--- src/design/icm_pkg.sv ---
// Shared types, widths and reset constants for the incremental conductance tracker.
// Depends on nothing; every other design file refers to it by scoped names.
package icm_pkg;

    localparam int CUR_W      = 16;
    localparam int VOLT_W     = 16;
    localparam int CNT_W      = 10;
    localparam int STEP_W     = 8;
    localparam int BAND_W     = 10;
    localparam int TOL_W      = 4;
    localparam int OFFS_W     = 11;
    localparam int GAIN_W     = 11;
    localparam int GAIN_FRAC  = 10;
    localparam int DIR_W      = 2;
    localparam int CFG_IDX_W  = 3;
    localparam int CFG_DATA_W = 16;
    localparam int SUM_W      = 26;
    localparam int DIFF_W     = 17;
    localparam int CAL_W      = 18;
    localparam int MUL_A_W    = 22;
    localparam int MUL_B_W    = 18;
    localparam int PROD_W     = 40;
    localparam int DIV_STEPS  = SUM_W;
    localparam int DIV_CNT_W  = $clog2(DIV_STEPS);
    localparam int DUTY_MIN   = 10;

    localparam logic [CNT_W-1:0]       SAMPLE_COUNT_RST    = 10'd1000;
    localparam logic [STEP_W-1:0]      DUTY_STEP_RST       = 8'd20;
    localparam logic [BAND_W-1:0]      VOLTAGE_BAND_RST    = 10'd10;
    localparam logic [BAND_W-1:0]      CURRENT_BAND_RST    = 10'd20;
    localparam logic [TOL_W-1:0]       SLOPE_TOL_RST       = 4'd2;
    localparam logic [VOLT_W-1:0]      MAX_LOW_VOLTAGE_RST = 16'd15000;
    localparam logic [OFFS_W-1:0]      LOW_OFFSET_RST      = 11'd36;
    localparam logic [GAIN_W-1:0]      HIGH_GAIN_RST       = 11'd1004;

    typedef enum logic [CFG_IDX_W-1:0] {
        CFG_SAMPLE_COUNT    = 3'd0,
        CFG_DUTY_STEP       = 3'd1,
        CFG_VOLTAGE_BAND    = 3'd2,
        CFG_CURRENT_BAND    = 3'd3,
        CFG_SLOPE_TOL       = 3'd4,
        CFG_MAX_LOW_VOLTAGE = 3'd5,
        CFG_LOW_OFFSET      = 3'd6,
        CFG_HIGH_GAIN       = 3'd7
    } cfg_idx_t;

    typedef enum logic [DIR_W-1:0] {
        DIR_HOLD  = 2'd0,
        DIR_RAISE = 2'd1,
        DIR_LOWER = 2'd2
    } dir_t;

    typedef enum logic [1:0] {
        SEL_LOW_VOLT  = 2'd0,
        SEL_HIGH_VOLT = 2'd1,
        SEL_LOW_CUR   = 2'd2,
        SEL_HIGH_CUR  = 2'd3
    } div_sel_t;

    typedef enum logic [3:0] {
        ST_IDLE,
        ST_CAL,
        ST_DIV_START,
        ST_DIV_WAIT,
        ST_CLASSIFY,
        ST_MUL_TV,
        ST_MUL_LHS,
        ST_MUL_UP,
        ST_MUL_DN,
        ST_COMPARE,
        ST_APPLY
    } state_t;

    typedef struct packed {
        logic             start;
        logic [SUM_W-1:0] dividend;
        logic [CNT_W-1:0] divisor;
    } div_req_t;

    typedef struct packed {
        logic             done;
        logic [SUM_W-1:0] quotient;
    } div_rsp_t;

endpackage

--- src/design/icm_div.sv ---
// Restoring divider, one quotient bit per cycle, unsigned sum by tick count.
// Depends on icm_pkg for widths and the request and response structs.
module icm_div (
    input  logic              clk,
    input  logic              rst_n,
    input  icm_pkg::div_req_t req,
    output icm_pkg::div_rsp_t rsp
);

    logic                          busy_reg, busy_next;
    logic                          done_reg, done_next;
    logic [icm_pkg::DIV_CNT_W-1:0] cnt_reg, cnt_next;
    logic [icm_pkg::CNT_W-1:0]     rem_reg, rem_next;
    logic [icm_pkg::SUM_W-1:0]     quo_reg, quo_next;
    logic [icm_pkg::CNT_W-1:0]     dvs_reg, dvs_next;
    logic [icm_pkg::CNT_W:0]       trial;
    logic [icm_pkg::CNT_W:0]       diff;
    logic                          fits;

    assign trial = {rem_reg, quo_reg[icm_pkg::SUM_W-1]};
    assign diff  = trial - {1'b0, dvs_reg};
    assign fits  = trial >= {1'b0, dvs_reg};

    always_comb
    begin
        busy_next = busy_reg;
        cnt_next  = cnt_reg;
        rem_next  = rem_reg;
        quo_next  = quo_reg;
        dvs_next  = dvs_reg;
        done_next = busy_reg && (cnt_reg == '0);
        if (!busy_reg && req.start)
        begin
            busy_next = 1'b1;
            cnt_next  = icm_pkg::DIV_CNT_W'(icm_pkg::DIV_STEPS - 1);
            rem_next  = '0;
            quo_next  = req.dividend;
            dvs_next  = req.divisor;
        end
        else if (busy_reg)
        begin
            rem_next = fits ? diff[icm_pkg::CNT_W-1:0] : trial[icm_pkg::CNT_W-1:0];
            quo_next = {quo_reg[icm_pkg::SUM_W-2:0], fits};
            if (cnt_reg == '0)
            begin
                busy_next = 1'b0;
            end
            else
            begin
                cnt_next = cnt_reg - 1'b1;
            end
        end
    end

    always_ff @(posedge clk or negedge rst_n)
    begin
        if (!rst_n)
        begin
            busy_reg <= 1'b0;
            done_reg <= 1'b0;
            cnt_reg  <= '0;
        end
        else
        begin
            busy_reg <= busy_next;
            done_reg <= done_next;
            cnt_reg  <= cnt_next;
        end
    end

    always_ff @(posedge clk)
    begin
        rem_reg <= rem_next;
        quo_reg <= quo_next;
        dvs_reg <= dvs_next;
    end

    assign rsp.done     = done_reg;
    assign rsp.quotient = quo_reg;

endmodule

--- src/design/icm_mul.sv ---
// Shared signed multiplier with a registered product.
// Depends on icm_pkg for operand and product widths.
module icm_mul (
    input  logic                               clk,
    input  logic signed [icm_pkg::MUL_A_W-1:0] a,
    input  logic signed [icm_pkg::MUL_B_W-1:0] b,
    output logic signed [icm_pkg::PROD_W-1:0]  product
);

    logic signed [icm_pkg::PROD_W-1:0] prod_reg, prod_next;

    assign prod_next = icm_pkg::PROD_W'(a) * icm_pkg::PROD_W'(b);

    always_ff @(posedge clk)
    begin
        prod_reg <= prod_next;
    end

    assign product = prod_reg;

endmodule

--- src/design/incremental_conductance_mppt_top.sv ---
// Incremental conductance tracker: calibration, window sums, averaging and duty decision.
// Depends on icm_pkg, icm_div and icm_mul.
// A tick that does not close the window passes through calibration and returns to idle,
// where in_ready is high again. A window-closing tick runs the 26-step divider once for
// each of the four averages and then the duty decision before out_valid is raised.
// Reset: window, sums and history clear, duty returns to half scale, registers to defaults.
module incremental_conductance_mppt_top #(
    parameter int DUTY_BITS = 10
) (
    input  logic                                  clk,
    input  logic                                  rst_n,
    input  logic                                  in_valid,
    output logic                                  in_ready,
    input  logic signed [icm_pkg::CUR_W-1:0]      low_current,
    input  logic signed [icm_pkg::CUR_W-1:0]      high_current,
    input  logic [icm_pkg::VOLT_W-1:0]            low_voltage_raw,
    input  logic [icm_pkg::VOLT_W-1:0]            high_voltage_raw,
    output logic                                  out_valid,
    input  logic                                  out_ready,
    output logic [DUTY_BITS-1:0]                  duty_cycle,
    output logic [icm_pkg::DIR_W-1:0]             step_direction,
    output logic [icm_pkg::VOLT_W-1:0]            avg_low_voltage,
    output logic signed [icm_pkg::CUR_W-1:0]      avg_low_current,
    output logic [icm_pkg::VOLT_W-1:0]            avg_high_voltage,
    output logic signed [icm_pkg::CUR_W-1:0]      avg_high_current,
    output logic                                  overvoltage,
    input  logic                                  cfg_valid,
    output logic                                  cfg_ready,
    input  logic [icm_pkg::CFG_IDX_W-1:0]         cfg_index,
    input  logic [icm_pkg::CFG_DATA_W-1:0]        cfg_data
);

    localparam int DW = DUTY_BITS + 2;
    localparam logic signed [DW-1:0] DUTY_MIN_S = DW'(icm_pkg::DUTY_MIN);
    localparam logic signed [DW-1:0] DUTY_MAX_S = DW'((1 << DUTY_BITS) - 1);
    localparam logic [DUTY_BITS-1:0] DUTY_RST   = DUTY_BITS'(1 << (DUTY_BITS - 1));

    // configuration registers
    logic [icm_pkg::CNT_W-1:0]         sample_count_reg;
    logic [icm_pkg::STEP_W-1:0]        duty_step_reg;
    logic [icm_pkg::BAND_W-1:0]        voltage_band_reg;
    logic [icm_pkg::BAND_W-1:0]        current_band_reg;
    logic [icm_pkg::TOL_W-1:0]         slope_tol_reg;
    logic [icm_pkg::VOLT_W-1:0]        max_low_voltage_reg;
    logic signed [icm_pkg::OFFS_W-1:0] low_offset_reg;
    logic [icm_pkg::GAIN_W-1:0]        high_gain_reg;

    icm_pkg::state_t                   state_reg, state_next;
    icm_pkg::div_sel_t                 sel_reg, sel_next;
    icm_pkg::dir_t                     dir_reg, dir_next;

    logic signed [icm_pkg::CUR_W-1:0]  in_il_reg, in_il_next;
    logic signed [icm_pkg::CUR_W-1:0]  in_ih_reg, in_ih_next;
    logic [icm_pkg::VOLT_W-1:0]        in_vl_reg, in_vl_next;

    logic signed [icm_pkg::SUM_W-1:0]  lc_sum_reg, lc_sum_next;
    logic signed [icm_pkg::SUM_W-1:0]  hc_sum_reg, hc_sum_next;
    logic [icm_pkg::SUM_W-1:0]         lv_sum_reg, lv_sum_next;
    logic [icm_pkg::SUM_W-1:0]         hv_sum_reg, hv_sum_next;
    logic [icm_pkg::CNT_W-1:0]         count_reg, count_next;
    logic [icm_pkg::CNT_W-1:0]         n_reg, n_next;

    logic [icm_pkg::VOLT_W-1:0]        avg_lv_reg, avg_lv_next;
    logic [icm_pkg::VOLT_W-1:0]        avg_hv_reg, avg_hv_next;
    logic signed [icm_pkg::CUR_W-1:0]  avg_li_reg, avg_li_next;
    logic signed [icm_pkg::CUR_W-1:0]  avg_hi_reg, avg_hi_next;
    logic [icm_pkg::VOLT_W-1:0]        prev_lv_reg, prev_lv_next;
    logic signed [icm_pkg::CUR_W-1:0]  prev_li_reg, prev_li_next;
    logic [DUTY_BITS-1:0]              duty_reg, duty_next;
    logic                              ov_reg, ov_next;

    logic signed [icm_pkg::MUL_A_W-1:0] tv_reg, tv_next;
    logic signed [icm_pkg::PROD_W-1:0]  lhs_reg, lhs_next;
    logic signed [icm_pkg::PROD_W-1:0]  up_reg, up_next;

    logic                              out_valid_reg, out_valid_next;
    logic [DUTY_BITS-1:0]              out_duty_reg, out_duty_next;
    icm_pkg::dir_t                     out_dir_reg, out_dir_next;
    logic [icm_pkg::VOLT_W-1:0]        out_lv_reg, out_lv_next;
    logic signed [icm_pkg::CUR_W-1:0]  out_li_reg, out_li_next;
    logic [icm_pkg::VOLT_W-1:0]        out_hv_reg, out_hv_next;
    logic signed [icm_pkg::CUR_W-1:0]  out_hi_reg, out_hi_next;
    logic                              out_ov_reg, out_ov_next;

    icm_pkg::div_req_t                 div_req;
    icm_pkg::div_rsp_t                 div_rsp;
    logic signed [icm_pkg::MUL_A_W-1:0] mul_a;
    logic signed [icm_pkg::MUL_B_W-1:0] mul_b;
    logic signed [icm_pkg::PROD_W-1:0]  product;

    logic                              in_fire;
    logic                              out_free;
    logic signed [icm_pkg::CAL_W-1:0]  vl_wide;
    logic [icm_pkg::VOLT_W-1:0]        vl_sat;
    logic [icm_pkg::VOLT_W-1:0]        vh_sat;
    logic [icm_pkg::CNT_W-1:0]         cnt_plus;
    logic                              window_done;
    logic [icm_pkg::SUM_W-1:0]         lc_abs;
    logic [icm_pkg::SUM_W-1:0]         hc_abs;
    logic                              div_neg;
    logic [icm_pkg::DIFF_W-1:0]        q_mag;
    logic [icm_pkg::DIFF_W-1:0]        q_signed;
    logic signed [icm_pkg::DIFF_W-1:0] dv;
    logic signed [icm_pkg::DIFF_W-1:0] di;
    logic signed [icm_pkg::DIFF_W-1:0] vb_s;
    logic signed [icm_pkg::DIFF_W-1:0] cb_s;
    logic                              steady;
    logic signed [icm_pkg::MUL_A_W-1:0] li_ext;
    logic                              raise;
    logic                              lower;
    logic signed [DW-1:0]              duty_ext;
    logic signed [DW-1:0]              step_ext;
    logic signed [DW-1:0]              duty_sum;
    logic [DUTY_BITS-1:0]              duty_new;

    icm_div u_div (
        .clk   (clk),
        .rst_n (rst_n),
        .req   (div_req),
        .rsp   (div_rsp)
    );

    icm_mul u_mul (
        .clk     (clk),
        .a       (mul_a),
        .b       (mul_b),
        .product (product)
    );

    assign in_ready  = (state_reg == icm_pkg::ST_IDLE);
    assign in_fire   = in_valid && in_ready;
    assign cfg_ready = 1'b1;
    assign out_free  = !out_valid_reg || out_ready;

    // calibration
    assign vl_wide = signed'({2'b00, in_vl_reg})
                   + {{(icm_pkg::CAL_W - icm_pkg::OFFS_W){low_offset_reg[icm_pkg::OFFS_W-1]}},
                      low_offset_reg};
    always_comb
    begin
        priority if (vl_wide[icm_pkg::CAL_W-1])
        begin
            vl_sat = '0;
        end
        else if (vl_wide[icm_pkg::VOLT_W])
        begin
            vl_sat = '1;
        end
        else
        begin
            vl_sat = vl_wide[icm_pkg::VOLT_W-1:0];
        end
    end
    assign vh_sat = (product[icm_pkg::PROD_W-1:icm_pkg::VOLT_W+icm_pkg::GAIN_FRAC] != '0)
                  ? '1 : product[icm_pkg::VOLT_W+icm_pkg::GAIN_FRAC-1:icm_pkg::GAIN_FRAC];

    assign cnt_plus    = count_reg + 1'b1;
    assign window_done = cnt_plus >= sample_count_reg;

    // averaging
    assign lc_abs = lc_sum_reg[icm_pkg::SUM_W-1] ? (~lc_sum_reg + 1'b1) : lc_sum_reg;
    assign hc_abs = hc_sum_reg[icm_pkg::SUM_W-1] ? (~hc_sum_reg + 1'b1) : hc_sum_reg;

    always_comb
    begin
        unique case (sel_reg)
            icm_pkg::SEL_LOW_VOLT:
            begin
                div_req.dividend = lv_sum_reg;
                div_neg          = 1'b0;
            end
            icm_pkg::SEL_HIGH_VOLT:
            begin
                div_req.dividend = hv_sum_reg;
                div_neg          = 1'b0;
            end
            icm_pkg::SEL_LOW_CUR:
            begin
                div_req.dividend = lc_abs;
                div_neg          = lc_sum_reg[icm_pkg::SUM_W-1];
            end
            icm_pkg::SEL_HIGH_CUR:
            begin
                div_req.dividend = hc_abs;
                div_neg          = hc_sum_reg[icm_pkg::SUM_W-1];
            end
        endcase
    end
    assign div_req.divisor = n_reg;
    assign div_req.start   = (state_reg == icm_pkg::ST_DIV_START);

    assign q_mag    = div_rsp.quotient[icm_pkg::DIFF_W-1:0];
    assign q_signed = div_neg ? (~q_mag + 1'b1) : q_mag;

    // decision terms
    assign dv     = signed'({1'b0, avg_lv_reg}) - signed'({1'b0, prev_lv_reg});
    assign di     = {avg_li_reg[icm_pkg::CUR_W-1], avg_li_reg}
                  - {prev_li_reg[icm_pkg::CUR_W-1], prev_li_reg};
    assign vb_s   = signed'({{(icm_pkg::DIFF_W - icm_pkg::BAND_W){1'b0}}, voltage_band_reg});
    assign cb_s   = signed'({{(icm_pkg::DIFF_W - icm_pkg::BAND_W){1'b0}}, current_band_reg});
    assign steady = (dv == '0) || ((dv > -vb_s) && (dv < vb_s));
    assign li_ext = {{(icm_pkg::MUL_A_W - icm_pkg::CUR_W){avg_li_reg[icm_pkg::CUR_W-1]}},
                     avg_li_reg};
    assign raise  = (dv > 0) ? (lhs_reg > up_reg) : (lhs_reg < up_reg);
    assign lower  = (dv > 0) ? (lhs_reg < product) : (lhs_reg > product);

    always_comb
    begin
        unique case (state_reg)
            icm_pkg::ST_MUL_TV:
            begin
                mul_a = signed'({{(icm_pkg::MUL_A_W - icm_pkg::TOL_W){1'b0}}, slope_tol_reg});
                mul_b = signed'({2'b00, avg_lv_reg});
            end
            icm_pkg::ST_MUL_LHS:
            begin
                mul_a = {{(icm_pkg::MUL_A_W - icm_pkg::DIFF_W){di[icm_pkg::DIFF_W-1]}}, di};
                mul_b = signed'({2'b00, avg_lv_reg});
            end
            icm_pkg::ST_MUL_UP:
            begin
                mul_a = tv_reg - li_ext;
                mul_b = {dv[icm_pkg::DIFF_W-1], dv};
            end
            icm_pkg::ST_MUL_DN:
            begin
                mul_a = -(li_ext + tv_reg);
                mul_b = {dv[icm_pkg::DIFF_W-1], dv};
            end
            default:
            begin
                mul_a = signed'({{(icm_pkg::MUL_A_W - icm_pkg::VOLT_W){1'b0}},
                                 high_voltage_raw});
                mul_b = signed'({{(icm_pkg::MUL_B_W - icm_pkg::GAIN_W){1'b0}}, high_gain_reg});
            end
        endcase
    end

    // duty update
    assign duty_ext = signed'({2'b00, duty_reg});
    assign step_ext = signed'(DW'(duty_step_reg));
    always_comb
    begin
        unique case (dir_reg)
            icm_pkg::DIR_RAISE: duty_sum = duty_ext + step_ext;
            icm_pkg::DIR_LOWER: duty_sum = duty_ext - step_ext;
            default:            duty_sum = duty_ext;
        endcase
        priority if (duty_sum < DUTY_MIN_S)
        begin
            duty_new = DUTY_MIN_S[DUTY_BITS-1:0];
        end
        else if (duty_sum > DUTY_MAX_S)
        begin
            duty_new = DUTY_MAX_S[DUTY_BITS-1:0];
        end
        else
        begin
            duty_new = duty_sum[DUTY_BITS-1:0];
        end
    end

    // next state
    always_comb
    begin
        state_next = state_reg;
        unique case (state_reg)
            icm_pkg::ST_IDLE:
            begin
                if (in_valid)
                begin
                    state_next = icm_pkg::ST_CAL;
                end
            end
            icm_pkg::ST_CAL:
            begin
                state_next = window_done ? icm_pkg::ST_DIV_START : icm_pkg::ST_IDLE;
            end
            icm_pkg::ST_DIV_START:
            begin
                state_next = icm_pkg::ST_DIV_WAIT;
            end
            icm_pkg::ST_DIV_WAIT:
            begin
                if (div_rsp.done)
                begin
                    state_next = (sel_reg == icm_pkg::SEL_HIGH_CUR) ? icm_pkg::ST_CLASSIFY
                                                                     : icm_pkg::ST_DIV_START;
                end
            end
            icm_pkg::ST_CLASSIFY:
            begin
                state_next = (steady || (avg_lv_reg == '0)) ? icm_pkg::ST_APPLY
                                                             : icm_pkg::ST_MUL_TV;
            end
            icm_pkg::ST_MUL_TV:  state_next = icm_pkg::ST_MUL_LHS;
            icm_pkg::ST_MUL_LHS: state_next = icm_pkg::ST_MUL_UP;
            icm_pkg::ST_MUL_UP:  state_next = icm_pkg::ST_MUL_DN;
            icm_pkg::ST_MUL_DN:  state_next = icm_pkg::ST_COMPARE;
            icm_pkg::ST_COMPARE: state_next = icm_pkg::ST_APPLY;
            icm_pkg::ST_APPLY:
            begin
                if (out_free)
                begin
                    state_next = icm_pkg::ST_IDLE;
                end
            end
            default: state_next = icm_pkg::ST_IDLE;
        endcase
    end

    // datapath and outputs
    always_comb
    begin
        sel_next     = sel_reg;
        dir_next     = dir_reg;
        in_il_next   = in_il_reg;
        in_ih_next   = in_ih_reg;
        in_vl_next   = in_vl_reg;
        lc_sum_next  = lc_sum_reg;
        hc_sum_next  = hc_sum_reg;
        lv_sum_next  = lv_sum_reg;
        hv_sum_next  = hv_sum_reg;
        count_next   = count_reg;
        n_next       = n_reg;
        avg_lv_next  = avg_lv_reg;
        avg_hv_next  = avg_hv_reg;
        avg_li_next  = avg_li_reg;
        avg_hi_next  = avg_hi_reg;
        prev_lv_next = prev_lv_reg;
        prev_li_next = prev_li_reg;
        duty_next    = duty_reg;
        ov_next      = ov_reg;
        tv_next      = tv_reg;
        lhs_next     = lhs_reg;
        up_next      = up_reg;
        out_duty_next = out_duty_reg;
        out_dir_next  = out_dir_reg;
        out_lv_next   = out_lv_reg;
        out_li_next   = out_li_reg;
        out_hv_next   = out_hv_reg;
        out_hi_next   = out_hi_reg;
        out_ov_next   = out_ov_reg;
        out_valid_next = out_valid_reg && !out_ready;

        unique case (state_reg)
            icm_pkg::ST_IDLE:
            begin
                if (in_fire)
                begin
                    in_il_next = low_current;
                    in_ih_next = high_current;
                    in_vl_next = low_voltage_raw;
                end
            end
            icm_pkg::ST_CAL:
            begin
                lc_sum_next = lc_sum_reg
                            + {{(icm_pkg::SUM_W - icm_pkg::CUR_W){in_il_reg[icm_pkg::CUR_W-1]}},
                               in_il_reg};
                hc_sum_next = hc_sum_reg
                            + {{(icm_pkg::SUM_W - icm_pkg::CUR_W){in_ih_reg[icm_pkg::CUR_W-1]}},
                               in_ih_reg};
                lv_sum_next = lv_sum_reg + icm_pkg::SUM_W'(vl_sat);
                hv_sum_next = hv_sum_reg + icm_pkg::SUM_W'(vh_sat);
                n_next      = cnt_plus;
                sel_next    = icm_pkg::SEL_LOW_VOLT;
                if (!window_done)
                begin
                    count_next = cnt_plus;
                end
            end
            icm_pkg::ST_DIV_WAIT:
            begin
                if (div_rsp.done)
                begin
                    unique case (sel_reg)
                        icm_pkg::SEL_LOW_VOLT:
                            avg_lv_next = div_rsp.quotient[icm_pkg::VOLT_W-1:0];
                        icm_pkg::SEL_HIGH_VOLT:
                            avg_hv_next = div_rsp.quotient[icm_pkg::VOLT_W-1:0];
                        icm_pkg::SEL_LOW_CUR:
                            avg_li_next = signed'(q_signed[icm_pkg::CUR_W-1:0]);
                        icm_pkg::SEL_HIGH_CUR:
                            avg_hi_next = signed'(q_signed[icm_pkg::CUR_W-1:0]);
                    endcase
                    sel_next = icm_pkg::div_sel_t'(sel_reg + 2'd1);
                end
            end
            icm_pkg::ST_CLASSIFY:
            begin
                if (avg_lv_reg > max_low_voltage_reg)
                begin
                    ov_next = 1'b1;
                end
                dir_next = icm_pkg::DIR_HOLD;
                if (steady)
                begin
                    priority if (di > cb_s)
                    begin
                        dir_next = icm_pkg::DIR_RAISE;
                    end
                    else if (di < -cb_s)
                    begin
                        dir_next = icm_pkg::DIR_LOWER;
                    end
                    else
                    begin
                        dir_next = icm_pkg::DIR_HOLD;
                    end
                end
            end
            icm_pkg::ST_MUL_LHS:
            begin
                tv_next = product[icm_pkg::MUL_A_W-1:0];
            end
            icm_pkg::ST_MUL_UP:
            begin
                lhs_next = product;
            end
            icm_pkg::ST_MUL_DN:
            begin
                up_next = product;
            end
            icm_pkg::ST_COMPARE:
            begin
                priority if (raise)
                begin
                    dir_next = icm_pkg::DIR_RAISE;
                end
                else if (lower)
                begin
                    dir_next = icm_pkg::DIR_LOWER;
                end
                else
                begin
                    dir_next = icm_pkg::DIR_HOLD;
                end
            end
            icm_pkg::ST_APPLY:
            begin
                if (out_free)
                begin
                    duty_next      = duty_new;
                    prev_lv_next   = avg_lv_reg;
                    prev_li_next   = avg_li_reg;
                    lc_sum_next    = '0;
                    hc_sum_next    = '0;
                    lv_sum_next    = '0;
                    hv_sum_next    = '0;
                    count_next     = '0;
                    out_valid_next = 1'b1;
                    out_duty_next  = duty_new;
                    out_dir_next   = dir_reg;
                    out_lv_next    = avg_lv_reg;
                    out_li_next    = avg_li_reg;
                    out_hv_next    = avg_hv_reg;
                    out_hi_next    = avg_hi_reg;
                    out_ov_next    = ov_reg;
                end
            end
            default:
            begin
            end
        endcase
    end

    always_ff @(posedge clk or negedge rst_n)
    begin
        if (!rst_n)
        begin
            sample_count_reg    <= icm_pkg::SAMPLE_COUNT_RST;
            duty_step_reg       <= icm_pkg::DUTY_STEP_RST;
            voltage_band_reg    <= icm_pkg::VOLTAGE_BAND_RST;
            current_band_reg    <= icm_pkg::CURRENT_BAND_RST;
            slope_tol_reg       <= icm_pkg::SLOPE_TOL_RST;
            max_low_voltage_reg <= icm_pkg::MAX_LOW_VOLTAGE_RST;
            low_offset_reg      <= signed'(icm_pkg::LOW_OFFSET_RST);
            high_gain_reg       <= icm_pkg::HIGH_GAIN_RST;
        end
        else if (cfg_valid && cfg_ready)
        begin
            unique case (icm_pkg::cfg_idx_t'(cfg_index))
                icm_pkg::CFG_SAMPLE_COUNT:
                    sample_count_reg <= cfg_data[icm_pkg::CNT_W-1:0];
                icm_pkg::CFG_DUTY_STEP:
                    duty_step_reg <= cfg_data[icm_pkg::STEP_W-1:0];
                icm_pkg::CFG_VOLTAGE_BAND:
                    voltage_band_reg <= cfg_data[icm_pkg::BAND_W-1:0];
                icm_pkg::CFG_CURRENT_BAND:
                    current_band_reg <= cfg_data[icm_pkg::BAND_W-1:0];
                icm_pkg::CFG_SLOPE_TOL:
                    slope_tol_reg <= cfg_data[icm_pkg::TOL_W-1:0];
                icm_pkg::CFG_MAX_LOW_VOLTAGE:
                    max_low_voltage_reg <= cfg_data[icm_pkg::VOLT_W-1:0];
                icm_pkg::CFG_LOW_OFFSET:
                    low_offset_reg <= signed'(cfg_data[icm_pkg::OFFS_W-1:0]);
                icm_pkg::CFG_HIGH_GAIN:
                    high_gain_reg <= cfg_data[icm_pkg::GAIN_W-1:0];
            endcase
        end
    end

    always_ff @(posedge clk or negedge rst_n)
    begin
        if (!rst_n)
        begin
            state_reg     <= icm_pkg::ST_IDLE;
            sel_reg       <= icm_pkg::SEL_LOW_VOLT;
            lc_sum_reg    <= '0;
            hc_sum_reg    <= '0;
            lv_sum_reg    <= '0;
            hv_sum_reg    <= '0;
            count_reg     <= '0;
            prev_lv_reg   <= '0;
            prev_li_reg   <= '0;
            duty_reg      <= DUTY_RST;
            ov_reg        <= 1'b0;
            out_valid_reg <= 1'b0;
        end
        else
        begin
            state_reg     <= state_next;
            sel_reg       <= sel_next;
            lc_sum_reg    <= lc_sum_next;
            hc_sum_reg    <= hc_sum_next;
            lv_sum_reg    <= lv_sum_next;
            hv_sum_reg    <= hv_sum_next;
            count_reg     <= count_next;
            prev_lv_reg   <= prev_lv_next;
            prev_li_reg   <= prev_li_next;
            duty_reg      <= duty_next;
            ov_reg        <= ov_next;
            out_valid_reg <= out_valid_next;
        end
    end

    always_ff @(posedge clk)
    begin
        dir_reg      <= dir_next;
        in_il_reg    <= in_il_next;
        in_ih_reg    <= in_ih_next;
        in_vl_reg    <= in_vl_next;
        n_reg        <= n_next;
        avg_lv_reg   <= avg_lv_next;
        avg_hv_reg   <= avg_hv_next;
        avg_li_reg   <= avg_li_next;
        avg_hi_reg   <= avg_hi_next;
        tv_reg       <= tv_next;
        lhs_reg      <= lhs_next;
        up_reg       <= up_next;
        out_duty_reg <= out_duty_next;
        out_dir_reg  <= out_dir_next;
        out_lv_reg   <= out_lv_next;
        out_li_reg   <= out_li_next;
        out_hv_reg   <= out_hv_next;
        out_hi_reg   <= out_hi_next;
        out_ov_reg   <= out_ov_next;
    end

    assign out_valid        = out_valid_reg;
    assign duty_cycle       = out_duty_reg;
    assign step_direction   = out_dir_reg;
    assign avg_low_voltage  = out_lv_reg;
    assign avg_low_current  = out_li_reg;
    assign avg_high_voltage = out_hv_reg;
    assign avg_high_current = out_hi_reg;
    assign overvoltage      = out_ov_reg;

endmodule

--- config.mk ---
export PLATFORM = sky130hd
export DESIGN_NAME = incremental_conductance_mppt_top
export DESIGN_NICKNAME = d
export VERILOG_FILES = /design/src/design/icm_pkg.sv /design/src/design/icm_div.sv /design/src/design/icm_mul.sv /design/src/design/incremental_conductance_mppt_top.sv
export SDC_FILE = /design/constraint.sdc
export NUM_CORES = 2
export LEC_CHECK = 0
export ABC_AREA = 1
export BUFFER_PORTS_ARGS = -buffer_cell sky130_fd_sc_hd__buf_2
export CELL_PAD_IN_SITES_DETAIL_PLACEMENT = 1
export CELL_PAD_IN_SITES_GLOBAL_PLACEMENT = 1
export CORE_ASPECT_RATIO = 0.6
export CORE_MARGIN = 5
export CORE_UTILIZATION = 30
export CTS_CLUSTER_DIAMETER = 80
export DETAILED_ROUTE_END_ITERATION = 8
export MAX_ROUTING_LAYER = met4
export PLACE_DENSITY = 0.62
export SLEW_MARGIN = 20
export SYNTH_ARGS = -nofsm -noshare
export SYNTH_HDL_FRONTEND = slang
export SYNTH_SLANG_ARGS = --single-unit
--- constraint.sdc ---
create_clock -name clk -period 8.4 [get_ports clk]
set_clock_uncertainty 0.05 [all_clocks]
set_input_delay 2.1 -clock clk [delete_from_list [all_inputs] [get_ports clk]]
set_output_delay 2.1 -clock clk [all_outputs]
set_load 0.02 [all_outputs]
==> flow_summary.html <==
<table>
<tr><th>Metric</th><th>Value</th></tr>
<tr><th colspan="2">Power</th></tr>
<tr><td>Peak ir drop on the vdd network</td><td>0.933 mV</td></tr>
<tr><td>Power per cell area</td><td>407 nW/um^2</td></tr>
<tr><td>Leakage power</td><td>30.3 nW</td></tr>
<tr><td>Final total power</td><td>0.0260 W</td></tr>
<tr><th colspan="2">Setup path</th></tr>
<tr><td>Critical path arrival</td><td>8.81 ns</td></tr>
<tr><td>Worst r2r dst</td><td>u_mul.product[37]</td></tr>
<tr><td>Delay of the slowest critical-path stage</td><td>0.57 ns</td></tr>
<tr><td>Worst reg-to-reg setup slack</td><td>0.07 ns</td></tr>
<tr><td>Critical path's most frequent cell</td><td>sky130_fd_sc_hd__fa_1</td></tr>
<tr><td>Critical Path Sink Type</td><td>register</td></tr>
<tr><td>Launching point of the worst reg2reg path</td><td>avg_li_reg[5]</td></tr>
<tr><td>Worst setup SP type</td><td>register</td></tr>
<tr><td>Worst path required time</td><td>8.89 ns</td></tr>
<tr><td>CP Max Fanout</td><td>5</td></tr>
<tr><td>Setup Crit Path Kind</td><td>reg -&gt; reg</td></tr>
<tr><td>Worst reg2reg path depth</td><td>32</td></tr>
<tr><td>Slowest cell on crit path</td><td>sky130_fd_sc_hd__fa_1</td></tr>
<tr><th colspan="2">STA</th></tr>
<tr><td>Share of the clock period used by the worst path</td><td>99.1%</td></tr>
<tr><td>Max-slew headroom</td><td>21.6%</td></tr>
<tr><td>Total of endpoints with negative setup slack in the final report</td><td>0</td></tr>
<tr><td>Max-slew violation count</td><td>0</td></tr>
<tr><td>Achievable clock frequency</td><td>0.120 GHz</td></tr>
<tr><td>Setup_tns</td><td>0 ns</td></tr>
<tr><td>Final worst path period need</td><td>8.33 ns</td></tr>
<tr><td>Slew of the pin with the lowest slew margin</td><td>1.16 ns</td></tr>
<tr><td>Post-route worst hold slack</td><td>0.367 ns</td></tr>
<tr><td>Final Hold Viols</td><td>0</td></tr>
<tr><th colspan="2">Run</th></tr>
<tr><td>Reported max-cap violation count</td><td>0</td></tr>
<tr><th colspan="2">Detailed routing</th></tr>
<tr><td>DRC violation count after routing</td><td>0</td></tr>
<tr><td>Count of vias placed by the detailed router</td><td>48.2k</td></tr>
<tr><td>Antenna Nets Post-Route</td><td>0</td></tr>
<tr><td>Final WL</td><td>215000 um</td></tr>
<tr><td>First-pass detailed-route iteration total</td><td>5</td></tr>
<tr><td>Routed WL per cell</td><td>22.6 um</td></tr>
<tr><td>Number of vias per cell</td><td>5.05</td></tr>
<tr><td>Violation count after the first detailed-route iteration</td><td>4392</td></tr>
<tr><th colspan="2">Worst hold path</th></tr>
<tr><td>Launch point of the worst hold path</td><td>avg_hi_reg[4]</td></tr>
<tr><td>Hold worst-path end</td><td>avg_high_current[4]</td></tr>
<tr><td>Hold Crit Class</td><td>reg -&gt; reg</td></tr>
<tr><td>Worst Hold Depth</td><td>0</td></tr>
<tr><th colspan="2">Yosys</th></tr>
<tr><td>Fraction of registers with async set/reset</td><td>39.2%</td></tr>
<tr><td>Synth Cell Area</td><td>55300 um^2</td></tr>
<tr><td>Warnings, synthesis</td><td>0</td></tr>
<tr><td>Most instantiated flip-flop cell in the synthesis netlist</td><td>sky130_fd_sc_hd__edfxtp_1</td></tr>
<tr><td>Number of unique standard cell types used by synthesis</td><td>74</td></tr>
<tr><td>EDFF count, synth</td><td>339</td></tr>
<tr><td>Post-synthesis average cell area</td><td>8.33 um^2</td></tr>
<tr><td>Yosys reg bits</td><td>640</td></tr>
<tr><td>Sequential share of the synthesized area</td><td>31.6%</td></tr>
<tr><td>Post-Synthesis Cells</td><td>6634</td></tr>
<tr><td>Net Count, Synth</td><td>7620</td></tr>
<tr><th colspan="2">Place</th></tr>
<tr><td>Count of port buffers added during placement</td><td>166</td></tr>
<tr><td>Routability congestion estimate from global placement</td><td>0.968</td></tr>
<tr><td>Area after detailed placement</td><td>60400 um^2</td></tr>
<tr><td>HPWL after detailed placement</td><td>175000 um</td></tr>
<tr><th colspan="2">Clock tree</th></tr>
<tr><td>CTS clk-pin slew, worst paths</td><td>0.07 ns</td></tr>
<tr><td>H-tree depth</td><td>3</td></tr>
<tr><td>Clock tree from TritonCTS</td><td>built</td></tr>
<tr><td>Hold buffer count at cts</td><td>0</td></tr>
<tr><td>Clock latency of the later-clocked register in the worst-skew pair</td><td>0.67 ns</td></tr>
<tr><td>CTS sink cnt</td><td>640</td></tr>
<tr><td>CTS Buffer Depth</td><td>3</td></tr>
<tr><td>CTS Root Buffer Type</td><td>sky130_fd_sc_hd__clkbuf_16</td></tr>
<tr><td>TritonCTS Buffers</td><td>72</td></tr>
<tr><th colspan="2">Global route</th></tr>
<tr><td>Global-route wire length before repair</td><td>322000 um</td></tr>
<tr><td>Global Route Usage Sum</td><td>22.6%</td></tr>
<tr><td>Vias in the first global route</td><td>48.9k</td></tr>
<tr><td>Maximum number of pins on one net before global-route repair</td><td>140</td></tr>
<tr><td>Initial antenna violation count</td><td>10</td></tr>
<tr><td>Residual overflow from global routing</td><td>0</td></tr>
<tr><th colspan="2">Finish</th></tr>
<tr><td>Ratio of cells with drive above 1 in the final layout</td><td>12.1%</td></tr>
<tr><td>Sequential cell area in the final layout</td><td>17500 um^2</td></tr>
<tr><td>Final design utilization</td><td>34.7%</td></tr>
<tr><td>Final layout net count</td><td>7981</td></tr>
<tr><td>Fill cells</td><td>21.9k</td></tr>
<tr><td>Total area of multi-input combinational cells</td><td>32800 um^2</td></tr>
<tr><td>Post-route cell area</td><td>63800 um^2</td></tr>
<tr><td>Area growth from synthesis to layout</td><td>15.3%</td></tr>
<tr><th colspan="2">Floorplanning</th></tr>
<tr><td>Number of top-level pins</td><td>168</td></tr>
<tr><td>Y dimension of the die</td><td>343 um</td></tr>
<tr><td>Effective utilization at floorplan</td><td>30.1%</td></tr>
<tr><td>Die width</td><td>564 um</td></tr>
<tr><td>Area of the die</td><td>193000 um^2</td></tr>
<tr><td>Standard cell core area</td><td>184000 um^2</td></tr>
<tr><td>Number of core rows</td><td>122</td></tr>
<tr><th colspan="2">Run status</th></tr>
<tr><td>Run status</td><td>finished clean</td></tr>
</table>
[how the worst max path moves through the flow]
| stage | from | end | slack, ns |
|---|---|---|---|
| after floorplan | avg_li_reg[1] | u_mul.product[37] | 0.66 |
| after CTS | avg_li_reg[1] | u_mul.product[33] | 0.003 |
| after global routing | avg_li_reg[5] | u_mul.product[37] | -0.18 |
| after detailed placement | avg_li_reg[1] | u_mul.product[39] | -0.10 |
| final | avg_li_reg[5] | u_mul.product[37] | 0.07 |
| after global placement | avg_li_reg[1] | u_mul.product[18] | -0.15 |
[cell usage in the layout, fill, tap and decap left out, types with 101 or more instances in the layout]
cell type	synthesis	final
sky130_fd_sc_hd__dfrtp_1	221	221
sky130_fd_sc_hd__a21oi_1	441	420
sky130_fd_sc_hd__fa_1	405	397
sky130_fd_sc_hd__ha_1	493	474
sky130_fd_sc_hd__buf_2	33	166
sky130_fd_sc_hd__buf_4	14	255
sky130_fd_sc_hd__o21ai_0	404	391
sky130_fd_sc_hd__nand2_1	1310	1299
sky130_fd_sc_hd__nand3_1	287	284
sky130_fd_sc_hd__nor2_1	505	489
sky130_fd_sc_hd__inv_1	1213	1199
sky130_fd_sc_hd__edfxtp_1	339	339
sky130_fd_sc_hd__xor2_1	103	101
[layer usage]
layer  up-vias  track usage (%)  part of all wire [%]
li1      22300                -                     -
met1     24400             35.7                    52
met2      1373             29.3                    38
met3       152             5.16                   8.4
met4         0             2.83                   1.1
met5         -                -                     0
[Yosys cell counts, types with 15 or more instances]
cell,instances,share of area (%)
sky130_fd_sc_hd__a21o_1,21,0.29
sky130_fd_sc_hd__a21oi_1,441,4.0
sky130_fd_sc_hd__a31oi_1,29,0.33
sky130_fd_sc_hd__buf_2,33,0.30
sky130_fd_sc_hd__buf_6,17,0.35
sky130_fd_sc_hd__clkbuf_1,74,0.50
sky130_fd_sc_hd__dfrtp_1,221,10
sky130_fd_sc_hd__dfstp_2,30,1.4
sky130_fd_sc_hd__dfxtp_1,50,1.8
sky130_fd_sc_hd__edfxtp_1,339,18
sky130_fd_sc_hd__fa_1,405,15
sky130_fd_sc_hd__ha_1,493,11
sky130_fd_sc_hd__inv_1,1213,8.2
sky130_fd_sc_hd__inv_2,31,0.21
sky130_fd_sc_hd__nand2_1,1310,8.9
sky130_fd_sc_hd__nand3_1,287,2.6
sky130_fd_sc_hd__nand3b_1,15,0.20
sky130_fd_sc_hd__nand4_1,99,1.1
sky130_fd_sc_hd__nor2_1,505,3.4
sky130_fd_sc_hd__nor2_2,22,0.25
sky130_fd_sc_hd__nor3_1,84,0.76
sky130_fd_sc_hd__nor4_1,21,0.24
sky130_fd_sc_hd__o2111ai_1,17,0.27
sky130_fd_sc_hd__o211ai_1,32,0.43
sky130_fd_sc_hd__o21a_1,17,0.23
sky130_fd_sc_hd__o21ai_0,404,3.7
sky130_fd_sc_hd__o21ai_1,23,0.21
sky130_fd_sc_hd__o21ai_2,18,0.29
sky130_fd_sc_hd__o21bai_1,18,0.24
sky130_fd_sc_hd__o22ai_1,30,0.34
sky130_fd_sc_hd__or2_2,20,0.23
sky130_fd_sc_hd__xnor2_1,34,0.54
sky130_fd_sc_hd__xor2_1,103,1.6
[power by group]
| group | internal (W) | leakage, nW | switching [W] |
|---|---|---|---|
| Sequential | 0.00419 | 6.59 | 0.000837 |
| Clock | 0.00207 | 1.27 | 0.00150 |
| Combinational | 0.00625 | 22.4 | 0.0111 |
| Total | 0.0125 | 30.3 | 0.0135 |
[timing repair]
action | CTS | global route
buffers inserted | 1 | 25
gates resized for setup | 8 | 138
pin swaps | 1 | 28
endpoints found under the setup margin | 11 | 26
gates cloned | 0 | 2
[logic make-up after synthesis]
group,synth area share (%)
AND/OR/NAND/NOR,18.6
buffers and inverters,10.0
AO/OA/AOI/OAI,11.7
adder cells (fa/ha/maj),25.8
flip-flops,31.6
XOR/XNOR,2.17
other,0.00678
[worst max-delay path: cells and delay by family (launching register included)]
| family | cells | cell delay [ns] |
|---|---|---|
| AO/OA/AOI/OAI | 6 | 1.21 |
| XOR/XNOR | 1 | 0.16 |
| adder cells (fa/ha/maj) | 9 | 4.09 |
| buffers and inverters | 5 | 0.69 |
| flip-flops | 1 | 0.42 |
| AND/OR/NAND/NOR | 11 | 1.57 |
[layout make-up]
class,count,share of cell area (%)
antenna,6,0.0235
clock buffer,96,3.18
clock inverter,38,0.916
inverter,1257,7.51
multi-input combinational,4591,51.5
sequential,640,27.4
tap,2480,4.87
timing repair buffer,433,4.61
[metrics by stage]
stage / setup slack [ns] / std cells
after global routing: -0.180 / 9541
after CTS: 0.00329 / 9508
after floorplan: 0.658 / 6634
final: 0.0722 / 9541
after detailed placement: -0.104 / 9373
after global placement: -0.147 / 9373
No activity file was read; power rests on OpenSTA's default activity.
